===== config.mk =====
export PLATFORM = sky130hd
export DESIGN_NAME = pcm_queue
export DESIGN_NICKNAME = d
export VERILOG_FILES = /design/src/rtl/core/pcm_pkg.sv /design/src/rtl/core/pcm_queue.sv
export SDC_FILE = /design/constraint.sdc
export NUM_CORES = 1
export LEC_CHECK = 0
export BUFFER_PORTS_ARGS = -buffer_cell sky130_fd_sc_hd__buf_2
export CAP_MARGIN = 30
export CORE_ASPECT_RATIO = 1.2
export CORE_MARGIN = 10
export CORE_UTILIZATION = 61
export DETAILED_ROUTE_END_ITERATION = 7
export PLACE_DENSITY = 0.84
export SLEW_MARGIN = 0
export SYNTH_ARGS = -nofsm -noshare
export SYNTH_HDL_FRONTEND = slang
export SYNTH_SLANG_ARGS = --single-unit

===== constraint.sdc =====
create_clock -name clk -period 5.52 [get_ports clk]
set_clock_uncertainty 0.05 [all_clocks]
set_input_delay 0.552 -clock clk [delete_from_list [all_inputs] [get_ports clk]]
set_output_delay 0.552 -clock clk [all_outputs]
set_load 0.01 [all_outputs]

===== src/rtl/core/pcm_pkg.sv =====
// shared types and constants of the pointwise convolution engine
// no dependencies; every module of the block but the port checker imports this package
`default_nettype none

package pcm_pkg;

  // request kinds carried on in_req_type
  localparam logic [1:0] REQ_WEIGHT  = 2'd0;
  localparam logic [1:0] REQ_BIAS    = 2'd1;
  localparam logic [1:0] REQ_PRELOAD = 2'd2;
  localparam logic [1:0] REQ_SAMPLE  = 2'd3;

  // configuration register indexes and widths
  localparam int CFG_IDX_W  = 2;
  localparam int CFG_DATA_W = 2;
  localparam logic [CFG_IDX_W-1:0] CFG_GROUP_COUNT     = 2'd0;
  localparam logic [CFG_IDX_W-1:0] CFG_START_FROM_BIAS = 2'd1;
  localparam logic [1:0] GROUP_COUNT_RESET = 2'd2;

  // fixed field widths
  localparam int KIND_W   = 2;
  localparam int CHAN_W   = 5;
  localparam int VALUE_W  = 32;
  localparam int RESULT_W = 32;

  // fixed-point formats (fraction bits)
  localparam int FEAT_FRAC = 10;
  localparam int WT_FRAC   = 12;
  localparam int ACC_FRAC  = 22;

  // weight columns addressed by in_chan
  localparam int IN_COLUMNS = 32;

  // queue between front and back
  localparam int QUEUE_DEPTH = 4;
  localparam int QPTR_W      = 2;
  localparam int QCNT_W      = 3;

  // one classified request
  typedef struct packed {
    logic [KIND_W-1:0]  kind;
    logic [CHAN_W-1:0]  out_chan;
    logic [CHAN_W-1:0]  in_chan;
    logic [VALUE_W-1:0] value;
    logic               grp_end;    // sample closes a channel group
    logic               pix_end;    // sample closes the pixel
    logic               from_bias;  // group folds onto the bias
  } item_t;

endpackage

`default_nettype wire


===== src/rtl/core/pcm_queue.sv =====
// short request queue between the front and the back
// depends on pcm_pkg
`default_nettype none

module pcm_queue (
  input  logic           clk,
  input  logic           rst_n,
  input  logic           push_i,
  input  pcm_pkg::item_t data_i,
  output logic           full_o,
  input  logic           pop_i,
  output pcm_pkg::item_t data_o,
  output logic           valid_o
);
  import pcm_pkg::*;

  item_t             q_r [QUEUE_DEPTH];
  logic [QPTR_W-1:0] wr_ptr_r, wr_ptr_nxt;
  logic [QPTR_W-1:0] rd_ptr_r, rd_ptr_nxt;
  logic [QCNT_W-1:0] cnt_r, cnt_nxt;
  logic              do_push, do_pop;

  assign full_o  = (cnt_r == QCNT_W'(QUEUE_DEPTH));
  assign valid_o = (cnt_r != '0);
  assign data_o  = q_r[rd_ptr_r];
  assign do_push = push_i && !full_o;
  assign do_pop  = pop_i && valid_o;

  always_comb begin
    wr_ptr_nxt = do_push ? wr_ptr_r + QPTR_W'(1) : wr_ptr_r;
    rd_ptr_nxt = do_pop  ? rd_ptr_r + QPTR_W'(1) : rd_ptr_r;
    cnt_nxt    = cnt_r;
    if (do_push && !do_pop) cnt_nxt = cnt_r + QCNT_W'(1);
    else if (do_pop && !do_push) cnt_nxt = cnt_r - QCNT_W'(1);
  end

  always_ff @(posedge clk) begin
    if (do_push) q_r[wr_ptr_r] <= data_i;
  end

  always_ff @(posedge clk) begin
    if (!rst_n) begin
      wr_ptr_r <= '0;
      rd_ptr_r <= '0;
      cnt_r    <= '0;
    end else begin
      wr_ptr_r <= wr_ptr_nxt;
      rd_ptr_r <= rd_ptr_nxt;
      cnt_r    <= cnt_nxt;
    end
  end

endmodule

`default_nettype wire


-- Yosys cells after proc, flatten, opt, wreduce, memory -nomap -nowiden
Memories as Yosys holds them, arrays and structs flattened. A register that Yosys moved wholly into a read port is not among the register bits.
Index checks and enable logic that the tools add are counted.
Widths: inputs -> output; s select.
- memories kept: 1
- output and inout port bits: 49
- memory bits (writable): 188
- input bits: 51
- flip-flop bits (word level): 7
- logic and storage cells: 24
- memories (memory ; depth ; width ; rd ports ; clocked after memory_dff ; wr ports ; RTL line ; text):
    q_r ; 4 ; 47 ; 1 ; 1 ; 1 ; pcm_queue.sv:17 ; item_t q_r [QUEUE_DEPTH];
- multiplexer cells: 6
- reduce and logical (&&, ||, !) cells: 9
- equality and inequality tests: 1
- $add $sub $neg: 4
- operators by type and width (kind ; number):
    $mux 3 ; 2
    $add 2x1->2 const B ; 2
    $logic_and 1x1->1 ; 4
    $mux 2 ; 2
    $add 3x1->3 const B ; 1
    $eq 3x3->1 const B ; 1
    $logic_not 1->1 ; 3
    $reduce_bool 3->1 ; 1
    $sub 3x1->3 const B ; 1
    $mux 1 ; 2
    $reduce_bool 2->1 ; 1

-- Longest topological paths before layout
- depth after elaboration: 7
- mapped depth: 9
- depth with buffers taken out: 8

-- Worst setup path before layout
OpenSTA, ideal clock, no wires.
- path type: input port to flip-flop
- from: in push_i
- to: mem q_r[0][0] (netlist bit), enable pin
- stages: 3
- library setup time: 409 ps
- required time: 5061 ps
- arrival time: 1966 ps
- path slack: 3095 ps
- buffers on the path: 1
- cell sequence: nor2b_1 -> buf_2 -> and2_1
- longest elaborated chain between the ends: 3
- RTL lines (item ; RTL line ; text):
    start, declared ; pcm_queue.sv:8 ; input logic push_i,
    $logic_and 1x1->1 ; pcm_queue.sv:26 ; assign do_push = push_i && !full_o;
    named net do_push ; pcm_queue.sv:21 ; logic do_push, do_pop;
    $mux 1 ; pcm_queue.sv:38 ; if (do_push) q_r[wr_ptr_r] <= data_i;
    $mux 1 (implied by the code) ; pcm_queue.sv:38 ;
    end, declared ; pcm_queue.sv:17 ;
The timed path passes the listed nets, and every way through them passes these cells.

==> impl_metrics.py <==
metrics = {
    "final_layout": {
        "multi_input_area_um2": 1350,
        "drive_gt1_share_pct": 44.5,
        "fill_cells": 689,
        "fin_util_pct": 73.0,
        "syn2layout_area_growth_pct": 16.4,
        "insertedDiodeCount": 0,
        "final_common_cell": "edfxtp_1",
        "layout_common_cells": "edfxtp_1, buf_2, mux4_2",
        "regArea_um2": 5830,
        "fin_nets": 462,
    },
    "routing": {
        "dr_wl_met3_um": 682,
        "detail-route-antenna-nets": 0,
        "via_count": 3326,
        "drc": 0,
        "dr.pass1.iters": 4,
        "route.top_layer_used": "met5",
        "met1_length_um": 5190,
        "postRouteWirelength_um": 13500,
        "post_drt_wl_per_cell_um": 23.4,
        "viasPerCell": 5.78,
        "routed-wl-met2_um": 7310,
        "drtIter0Drc": 226,
    },
    "floorplan": {
        "dieArea_um2": 16700,
        "start_util_pct": 62.7,
        "dieWidth_um": 120,
        "fp-row-count": 43,
        "io_pins": 100,
        "core_area_um2": 11600,
        "die_h_um": 140,
    },
    "timing": {
        "period_share_pct": 45.1,
        "slew_headroom_pct": 52.9,
        "setup_tns_ns": 0,
        "max_freq_mhz": 402,
        "worstMarginPinSlew_ns": 0.706,
        "finalHoldViolations": 0,
        "min_period_ns": 2.49,
        "setup_viol": 0,
        "rsz0062_at_grt": "false",
        "slew_violations": 0,
    },
    "cts": {
        "root_buffer": "clkbuf_16",
        "numCtsBuffers": 17,
        "htreeDepth": 4,
        "clk_path_buf_depth": 2,
        "clk_pin_slew_ns": 0.06,
        "insertion_delay_ns": 0.42,
        "cts_hold_buf": 0,
        "cts_resized": 0,
        "cts.sinks": 197,
        "cts_tree": "built",
        "postCtsSetupRepairBufs": 0,
    },
    "yosys": {
        "yosys.area.top_type": "edfxtp_1",
        "synth_top_area_share_pct": 77.4,
        "synth_edf_count": 188,
        "syn_inst": 293,
        "synth-seq-cells": 197,
        "synth.area.top_cells": "edfxtp_1, mux4_2, dfxtp_1, ha_1, buf_12",
        "syn-num-nets": 350,
        "synth_area_um2": 7290,
        "synthArstFlopShare_pct": 0,
        "yosysSeqAreaShare_pct": 79.9,
        "ys_warn_count": 0,
        "avgSynthCellArea_um2": 24.9,
        "ys_types": 23,
        "synth_top_flop_cell": "edfxtp_1",
    },
    "critical_path": {
        "worstPathArrival_ns": 1.89,
        "worst_setup_path_start_kind": "flip-flop",
        "cp_max_fo": 46,
        "critical_path_class": "reg2out",
        "crit_slowest_cell": "mux4_2",
        "slowest_delay_ns": 0.59,
        "path_buf_inv": 2,
        "crit_chain": "buf_16 > mux4_2 > buf_2",
        "crit_family": "multiplexers",
        "cp-end-kind": "output port",
        "worst_ep_required_time_ns": 4.92,
    },
    "place": {
        "gp_congestion": 0.713,
        "hpwl_um": 7880,
        "port_buffers": 99,
    },
    "power": {
        "power_mw": 3.92,
        "p_leak_nw": 2.87,
        "p_per_area_nw_per_um2": 462,
        "max-vdd-ir-drop_mv": 0.293,
    },
    "worst_hold_path": {
        "hold_class": "in2reg",
    },
    "job": {
        "cap_violations": 0,
    },
    "grt": {
        "grt_max_degree": 48,
        "antenna_found_initial": 2,
        "grt_pass1_vias": 3458,
        "grt_pass1_wl_um": 20900,
        "grt-ovfl-total": 0,
        "track_usage_pct": 16.6,
    },
    "run_status": {
        "status": "finished clean",
    },
}
==> metrics by stage <==
step                      instances  setup WS (ns)  area, µm²  hold WS [ns]
final                           575           3.03       8490         0.293
after global routing            575           2.93       8490         0.287
after floorplan                 293           3.10       7290         0.418
after detailed placement        542           3.01       7920         0.450
after global placement          542           3.03       7920         0.429
after CTS                       574           2.62       8460         0.272
==> sequential cells by signal, summed over array words and instances, names as in the netlist, named ones only <==
| name | flops |
|---|---|
| cnt_r | 3 |
| rd_ptr_r | 2 |
| q_r | 188 |
| wr_ptr_r | 2 |
==> cells by family after synthesis <==
logic type | synth area share [%]
flops | 79.9
mux | 14.9
simple gates | 1.41
buf+inv | 1.68
fa+ha+maj | 1.13
compound gates | 0.463
xor+xnor | 0.481
==> report_power, final <==
part	switching (mW)	internal [mW]
registers	0.0629	1.82
logic	0.469	0.451
clock network	0.499	0.618
total	1.03	2.89
==> worst register-to-register path, delay by kind of cell (launching register included) <==
kind | cells | cell delay [ns]
DFF | 1 | 0.49
and+or+nand+nor | 3 | 0.81
AOI/OAI and AO/OA | 1 | 0.16
buffers and inverters | 1 | 0.06
adders and majority gates | 2 | 0.64
xor gates and xnor gates | 1 | 0.16
==> metal layers <==
layer,up-vias,GRT usage (%)
met3,22,4.29
met5,-,0
met1,1741,20.8
li1,1455,-
met2,104,27.0
met4,4,6.87
==> synth_stat cells, types with 3 or more instances <==
| cell | instances |
|---|---|
| edfxtp_1 | 188 |
| mux4_2 | 47 |
| dfxtp_1 | 9 |
| and2_1 | 8 |
| buf_2 | 5 |
| ha_1 | 5 |
| nand2_1 | 4 |
| buf_12 | 3 |
| inv_1 | 3 |
| mux2i_1 | 3 |
| xnor2_1 | 3 |
==> path summary, 6_finish.rpt <==
kind / from / endpoint / slack [ns] / cells after the start
hold reg to reg: wr_ptr_r[1]$_SDFFE_PN0P_ / wr_ptr_r[1]$_SDFFE_PN0P_ / 0.45 / 2
setup reg to reg: cnt_r[0]$_SDFFE_PN0P_ / cnt_r[2]$_SDFFE_PN0P_ / 3.09 / 8
setup / recovery: flip-flop / data_o[23] / 3.03 / 3
hold / removal: data_i[33] / q_r[0][33]$_DFFE_PP_ / 0.29 / 1
==> layout make-up <==
cell class,count,share of cell area [%]
Clock buffer,19,5.10
Clock inverter,13,1.27
Inverter,3,0.133
Multi-Input combinational cell,81,15.9
Sequential cell,197,68.7
Tap cell,157,2.31
Timing Repair Buffer,105,6.60
(Power assumes the default switching activity.)
