==> config.mk <==
export PLATFORM = sky130hd
export DESIGN_NAME = pcm_front
export DESIGN_NICKNAME = d
export VERILOG_FILES = /design/src/rtl/core/pcm_pkg.sv /design/src/rtl/core/pcm_front.sv
export SDC_FILE = /design/constraint.sdc
export NUM_CORES = 1
export LEC_CHECK = 0
export BUFFER_PORTS_ARGS = -buffer_cell sky130_fd_sc_hd__buf_2
export CAP_MARGIN = 20
export CELL_PAD_IN_SITES_DETAIL_PLACEMENT = 0
export CELL_PAD_IN_SITES_GLOBAL_PLACEMENT = 1
export CORE_AREA = 3 3 74 59
export DETAILED_ROUTE_END_ITERATION = 10
export DIE_AREA = 0 0 77 62
export GPL_TIMING_DRIVEN = 0
export PLACE_DENSITY_LB_ADDON = 0.25
export SLEW_MARGIN = 25
export SYNTH_ARGS = -nofsm -noshare
export SYNTH_HDL_FRONTEND = slang
export SYNTH_SLANG_ARGS = --single-unit
==> constraint.sdc <==
create_clock -name clk -period 1.61 [get_ports clk]
set_input_delay 0.322 -clock clk [delete_from_list [all_inputs] [get_ports clk]]
set_output_delay 0.322 -clock clk [all_outputs]
set_load 0.02 [all_outputs]
==> src/rtl/core/pcm_pkg.sv <==
// shared types and constants of the pointwise convolution engine
// no dependencies; every module of the block but the port checker imports this package
`default_nettype none

package pcm_pkg;

  // request kinds carried on in_req_type
  localparam logic [1:0] REQ_WEIGHT  = 2'd0;
  localparam logic [1:0] REQ_BIAS    = 2'd1;
  localparam logic [1:0] REQ_PRELOAD = 2'd2;
  localparam logic [1:0] REQ_SAMPLE  = 2'd3;

  // configuration register indexes and widths
  localparam int CFG_IDX_W  = 2;
  localparam int CFG_DATA_W = 2;
  localparam logic [CFG_IDX_W-1:0] CFG_GROUP_COUNT     = 2'd0;
  localparam logic [CFG_IDX_W-1:0] CFG_START_FROM_BIAS = 2'd1;
  localparam logic [1:0] GROUP_COUNT_RESET = 2'd2;

  // fixed field widths
  localparam int KIND_W   = 2;
  localparam int CHAN_W   = 5;
  localparam int VALUE_W  = 32;
  localparam int RESULT_W = 32;

  // fixed-point formats (fraction bits)
  localparam int FEAT_FRAC = 10;
  localparam int WT_FRAC   = 12;
  localparam int ACC_FRAC  = 22;

  // weight columns addressed by in_chan
  localparam int IN_COLUMNS = 32;

  // queue between front and back
  localparam int QUEUE_DEPTH = 4;
  localparam int QPTR_W      = 2;
  localparam int QCNT_W      = 3;

  // one classified request
  typedef struct packed {
    logic [KIND_W-1:0]  kind;
    logic [CHAN_W-1:0]  out_chan;
    logic [CHAN_W-1:0]  in_chan;
    logic [VALUE_W-1:0] value;
    logic               grp_end;    // sample closes a channel group
    logic               pix_end;    // sample closes the pixel
    logic               from_bias;  // group folds onto the bias
  } item_t;

endpackage

`default_nettype wire

==> src/rtl/core/pcm_front.sv <==
// front end: configuration registers, sample counting and request tagging
// depends on pcm_pkg
`default_nettype none

module pcm_front #(
  parameter int GROUP_SIZE = 16
) (
  input  logic                             clk,
  input  logic                             rst_n,
  input  logic                             cfg_we,
  input  logic [pcm_pkg::CFG_IDX_W-1:0]    cfg_index,
  input  logic [pcm_pkg::CFG_DATA_W-1:0]   cfg_wdata,
  input  logic                             accept_i,
  input  logic [pcm_pkg::KIND_W-1:0]       req_type_i,
  input  logic [pcm_pkg::CHAN_W-1:0]       out_chan_i,
  input  logic [pcm_pkg::CHAN_W-1:0]       in_chan_i,
  input  logic [pcm_pkg::VALUE_W-1:0]      value_i,
  output pcm_pkg::item_t                   item_o
);
  import pcm_pkg::*;

  localparam int CntW = (GROUP_SIZE > 1) ? $clog2(GROUP_SIZE) : 1;

  logic [1:0]      group_count_r;
  logic            start_bias_r;
  logic [CntW-1:0] cnt_r, cnt_nxt;
  logic            done_r, done_nxt;
  logic            is_sample, grp_end, pix_end;

  assign is_sample = accept_i && (req_type_i == REQ_SAMPLE);
  assign grp_end   = (cnt_r == CntW'(GROUP_SIZE - 1));
  // two groups when the count reads two or three, else one
  assign pix_end   = grp_end && (done_r || !group_count_r[1]);

  always_comb begin
    item_o.kind      = req_type_i;
    item_o.out_chan  = out_chan_i;
    item_o.in_chan   = in_chan_i;
    item_o.value     = value_i;
    item_o.grp_end   = grp_end;
    item_o.pix_end   = pix_end;
    item_o.from_bias = start_bias_r && !done_r;
  end

  always_comb begin
    cnt_nxt  = cnt_r;
    done_nxt = done_r;
    if (is_sample) begin
      if (grp_end) begin
        cnt_nxt  = '0;
        done_nxt = !pix_end;
      end else begin
        cnt_nxt = cnt_r + CntW'(1);
      end
    end
  end

  always_ff @(posedge clk) begin
    if (!rst_n) begin
      cnt_r         <= '0;
      done_r        <= 1'b0;
      group_count_r <= GROUP_COUNT_RESET;
      start_bias_r  <= 1'b1;
    end else begin
      cnt_r  <= cnt_nxt;
      done_r <= done_nxt;
      if (cfg_we) begin
        case (cfg_index)
          CFG_GROUP_COUNT:     group_count_r <= cfg_wdata[1:0];
          CFG_START_FROM_BIAS: start_bias_r  <= cfg_wdata[0];
          default: ;
        endcase
      end
    end
  end

endmodule

`default_nettype wire

Word-level counts from Yosys, hierarchy flattened
Index checks and enable logic that the tools add are counted.
{ "word_totals": {"regBits": 8, "input_bits": 52, "out_inout_bits": 47, "elab_cells": 20} }
{ "op_classes": {"n_addsub": 1, "n_eq_ne": 3, "n_mux": 1, "reduce_logical": 11} }
{ "op_table": {"columns": ["cell", "count"], "rows": [
  ["AND reduction 2 bit", 3],
  ["adder 4 x 1 -> 4 bit, second input constant", 1],
  ["equality test 4 bit, second input constant", 1],
  ["two-way mux 4 bit", 1],
  ["logical AND 1 bit", 3],
  ["zero test 1 bit", 3],
  ["equality test 2 x 1 -> 1 bit, second input constant", 1],
  ["equality test 2 bit, second input constant", 1],
  ["zero test 2 bit", 1],
  ["logical OR 1 bit", 1]
]} }

Longest topological paths before layout
{ "depth": {"depth_word": 4, "ltp_mapped": 5, "mapped_depth_nobuf": 5} }

Worst setup path before layout
No wires, ideal clock.
{ "synth_path": {"kind": "reg2out", "start": "register cnt_r[0]", "end": "output port item_o[1] (netlist name)", "arrival_ns": 0.907, "required_time_ns": 1.288, "slack_ns": 0.381, "stages_incl_launch_ff": 5, "n_path_buf": 1, "path_cell_list": "dfxtp_1 -> ha_1 -> nand3_1 -> nor2_1 -> buf_4"} }
{ "synth_between": {"elab_chain_cells": 2} }
{ "synth_rtl": {"columns": ["element", "line_no", "rtl"], "rows": [
  ["start, declared", "pcm_front.sv:26", "logic [CntW-1:0] cnt_r, cnt_nxt;"],
  ["start signal, assigned", "pcm_front.sv:65", "cnt_r <= cnt_nxt;"],
  ["equality test 4 bit", "pcm_front.sv:31", "assign grp_end = (cnt_r == CntW'(GROUP_SIZE - 1));"],
  ["logical AND 1 bit", "pcm_front.sv:33", "assign pix_end = grp_end && (done_r || !group_count_r[1]);"],
  ["end, declared", "pcm_front.sv:18", "output pcm_pkg::item_t item_o"]
]} }
No other way between the ends.

Worst setup path in the final report
Ends and elaborated chain as after synthesis.

==> impl_metrics.csv <==
group,metric,value,unit
worst_setup_path,critPathKind,"reg -> out",
power,p_sw_share,29.5,%
die,ios,99,
drt,drt-total-wl,1730,um
status,status,"completed",
worst_setup_path,arrival,1.20,ns
timing,worstMarginPinSlew,0.212,ns
finish,drive_above_1_share,76.9,%
job,maxCapViolCount,0,
cts,path_clk_slew,0.04,ns
logic_synthesis,ys_async_sr_fraction,0,%
logic_synthesis,ys_types,21,
timing,fin_crit,1.53,ns
cts,post_cts_buffers,0,
timing,max_slew_margin,85.8,%
cts,insertion_delay,0.23,ns
worst_setup_path,worstPathRequired,1.29,ns
cts,clkSinkCount,7,
timing,setup_ws,0.0833,ns
logic_synthesis,synth_edf_count,0,
timing,hold_viol_final,0,
place,port_buffers,55,
die,core_area,3640,um^2
cts,cts_htree_levels,1,
worst_setup_path,r2r-end,"done_r$_SDFFE_PN0P_",
timing,holdWs,0.314,ns
drt,via_per_inst,3.60,
timing,fmax,655,MHz
power,power.total,665,uW
timing,setup-tns-final,0,ns
die,die_w,77,um
power,peakVddDrop,0.208,mV
worst_setup_path,crit_path_start_kind,"register",
worst_setup_path,ff2ff_setup_slack,0.60,ns
die,row_count,19,
power,leakage,0.000594,uW
finish,num_antenna_cells,0,
global_route,grt-ovfl-total,0,
logic_synthesis,netlist_instances,84,
cts,cts_hold_buf,0,
hold_path,whs_endpoint,"start_bias_r$_SDFFE_PN1P_",
finish,area_delta_synth_final,59.7,%
worst_setup_path,endpoint_kind,"primary output",
logic_synthesis,netlist_area,692,um^2
timing,setup_viol,0,
logic_synthesis,yosysWarningCount,0,
cts,clockBufferDepth,2,
finish,final_core_util,30.4,%
logic_synthesis,syn_area_per_cell,8.24,um^2
worst_setup_path,rr_startpoint,"cnt_r[0]$_SDFFE_PN0P_",
logic_synthesis,netlist.area_leader.share,49.9,%
worst_setup_path,r2r_cells,4,
power,p_sw,196,uW
place,place_ws,0.155,ns
drt,drt_iter0_markers,13,
hold_path,hold_start,"cfg_wdata[0]",
global_route,gr-usage-all-layers,7.29,%
place,post-dp-hpwl,1510,um
logic_synthesis,yosysSeqAreaShare,20.3,%
timing,drv_slew,0,
drt,wl_per_cell,8.87,um
global_route,antenna_found_initial,0,
power,share_comb_of_total_power,36.4,%
global_route,grt_max_degree,10,
power,pwr_density_cell,602,nW/um^2
logic_synthesis,yosysTopAreaCell,"buf_4",
finish,layout.nets,197,
worst_setup_path,cp_max_fo,5,
drt,postRouteAntennaNets,0,
drt,via_count,702,
cts,cts_inserted_buffers,3,
power,sequentialPowerShare,27.0,%
cts,clk_root_buffer_cell,"clkbuf_8",
place,gp_congestion,0.671,
logic_synthesis,synth.most_common_cell,"buf_4",
timing,finalCritPeriodShare,94.8,%
logic_synthesis,synth_common_cells,"buf_4, dfxtp_1, nand3_1",
cts,cts_tree,"yes",
drt,drt_first_pass_iters,4,
logic_synthesis,yosys-top-cells-area,"buf_4, dfxtp_1, mux2i_1, nand3_1, nor2b_1",
drt,route.detailed.drc,0,
timing,rsz0062_at_grt,"no",
logic_synthesis,synth_nets,137,
global_route,grt_pass1_vias,627,
logic_synthesis,synthFlopType,"dfxtp_1",
hold_path,hp-class,"in -> reg",
global_route,grt_pass1_wl,2670,um
power,p_clk_share,36.6,%
hold_path,holdPathStages,3,
logic_synthesis,ys_ff_latch,7,
die,die_y,62,um
timing,fin_skew,0.00147,ns
die,die_area,4770,um^2
die,start_util,19.0,%
power,p_int,469,uW
layer usage:
metal | GRT usage, % | share of wire (%) | vias to the layer above
li1 | - | - | 346
met1 | 7.14 | 32 | 295
met2 | 13.3 | 53 | 59
met3 | 2.74 | 14 | 2
met4 | 5.33 | 0.75 | 0
met5 | 0 | 0 | -
cell type report:
class | instances | area [um^2]
inverter | 1 | 3.75
multi-input combinational | 29 | 215
clock buffer | 4 | 45.0
fill | 397 | 2530
timing repair buffer | 55 | 278
tap | 52 | 65.1
sequential | 7 | 148
buffer | 47 | 350
flip-flops by register name (all words and copies together), names as in the netlist:
signal / flops
cnt_r: 4
start_bias_r: 1
group_count_r: 1
done_r: 1
placed cells by master (no fill, tap or decap), types with 2 or more instances in the layout:
cell type	Yosys	routed
buf_2	1	55
buf_4	46	47
clkbuf_8	0	3
dfxtp_1	7	5
dfxtp_4	0	2
mux2i_1	3	3
nand2_1	3	3
nand3_1	4	3
nand4_1	2	2
nand4b_1	2	2
nor2b_1	3	3
o21ai_0	2	2
kinds of logic after synthesis:
family	count (synthesis)	share of synthesized area, %
AO/OA/AOI/OAI	5	4.34
buffers and inverters	48	51.2
flip-flops	7	20.3
multiplexers	3	4.34
adder cells (fa/ha/maj)	1	1.81
AND/OR/NAND/NOR	19	16.8
XOR/XNOR	1	1.27
timing repair:
item,CTS,global route
gates cloned,0,0
gates resized for setup,5,3
setup endpoints to repair,2,1
pin swaps,0,0
endpoints found under the hold margin,0,0
power groups by stage:
stage                     Combinational (uW)  Clock (uW)  Sequential, uW
after floorplan                          176           0             183
after global placement                   243           0             183
after detailed placement                 244           0             183
after CTS                                245         255             182
after global routing                     262         277             180
final                                    242         243             179
worst max path at each step:
stage | slack (ns) | cells after the start | end | startpoint
4_1_cts | 0.03 | 5 | item_o[1] | cnt_r[0]$_SDFFE_PN0P_
3_3_place_gp | 0.15 | 5 | item_o[1] | cnt_r[0]$_SDFFE_PN0P_
2_1_floorplan | 0.38 | 4 | item_o[1] | cnt_r[0]$_SDFFE_PN0P_
6_report | 0.08 | 5 | item_o[1] | cnt_r[0]$_SDFFE_PN0P_
3_5_place_dp | 0.15 | 5 | item_o[1] | cnt_r[0]$_SDFFE_PN0P_
5_1_grt | 0.02 | 5 | item_o[1] | cnt_r[0]$_SDFFE_PN0P_
through the flow:
step,cells,cell area [um^2]
after CTS,195,1100
after global placement,191,1030
final,195,1100
after global routing,195,1100
after detailed placement,191,1030
after floorplan,84,692
critical path, stage by stage (launching register included):
cell     delay (ns)
dfxtp_4        0.37
ha_4           0.15
nand3_2        0.11
nor2_1         0.12
buf_4          0.10
buf_4          0.12
No activity file was read; power rests on OpenSTA's default activity.
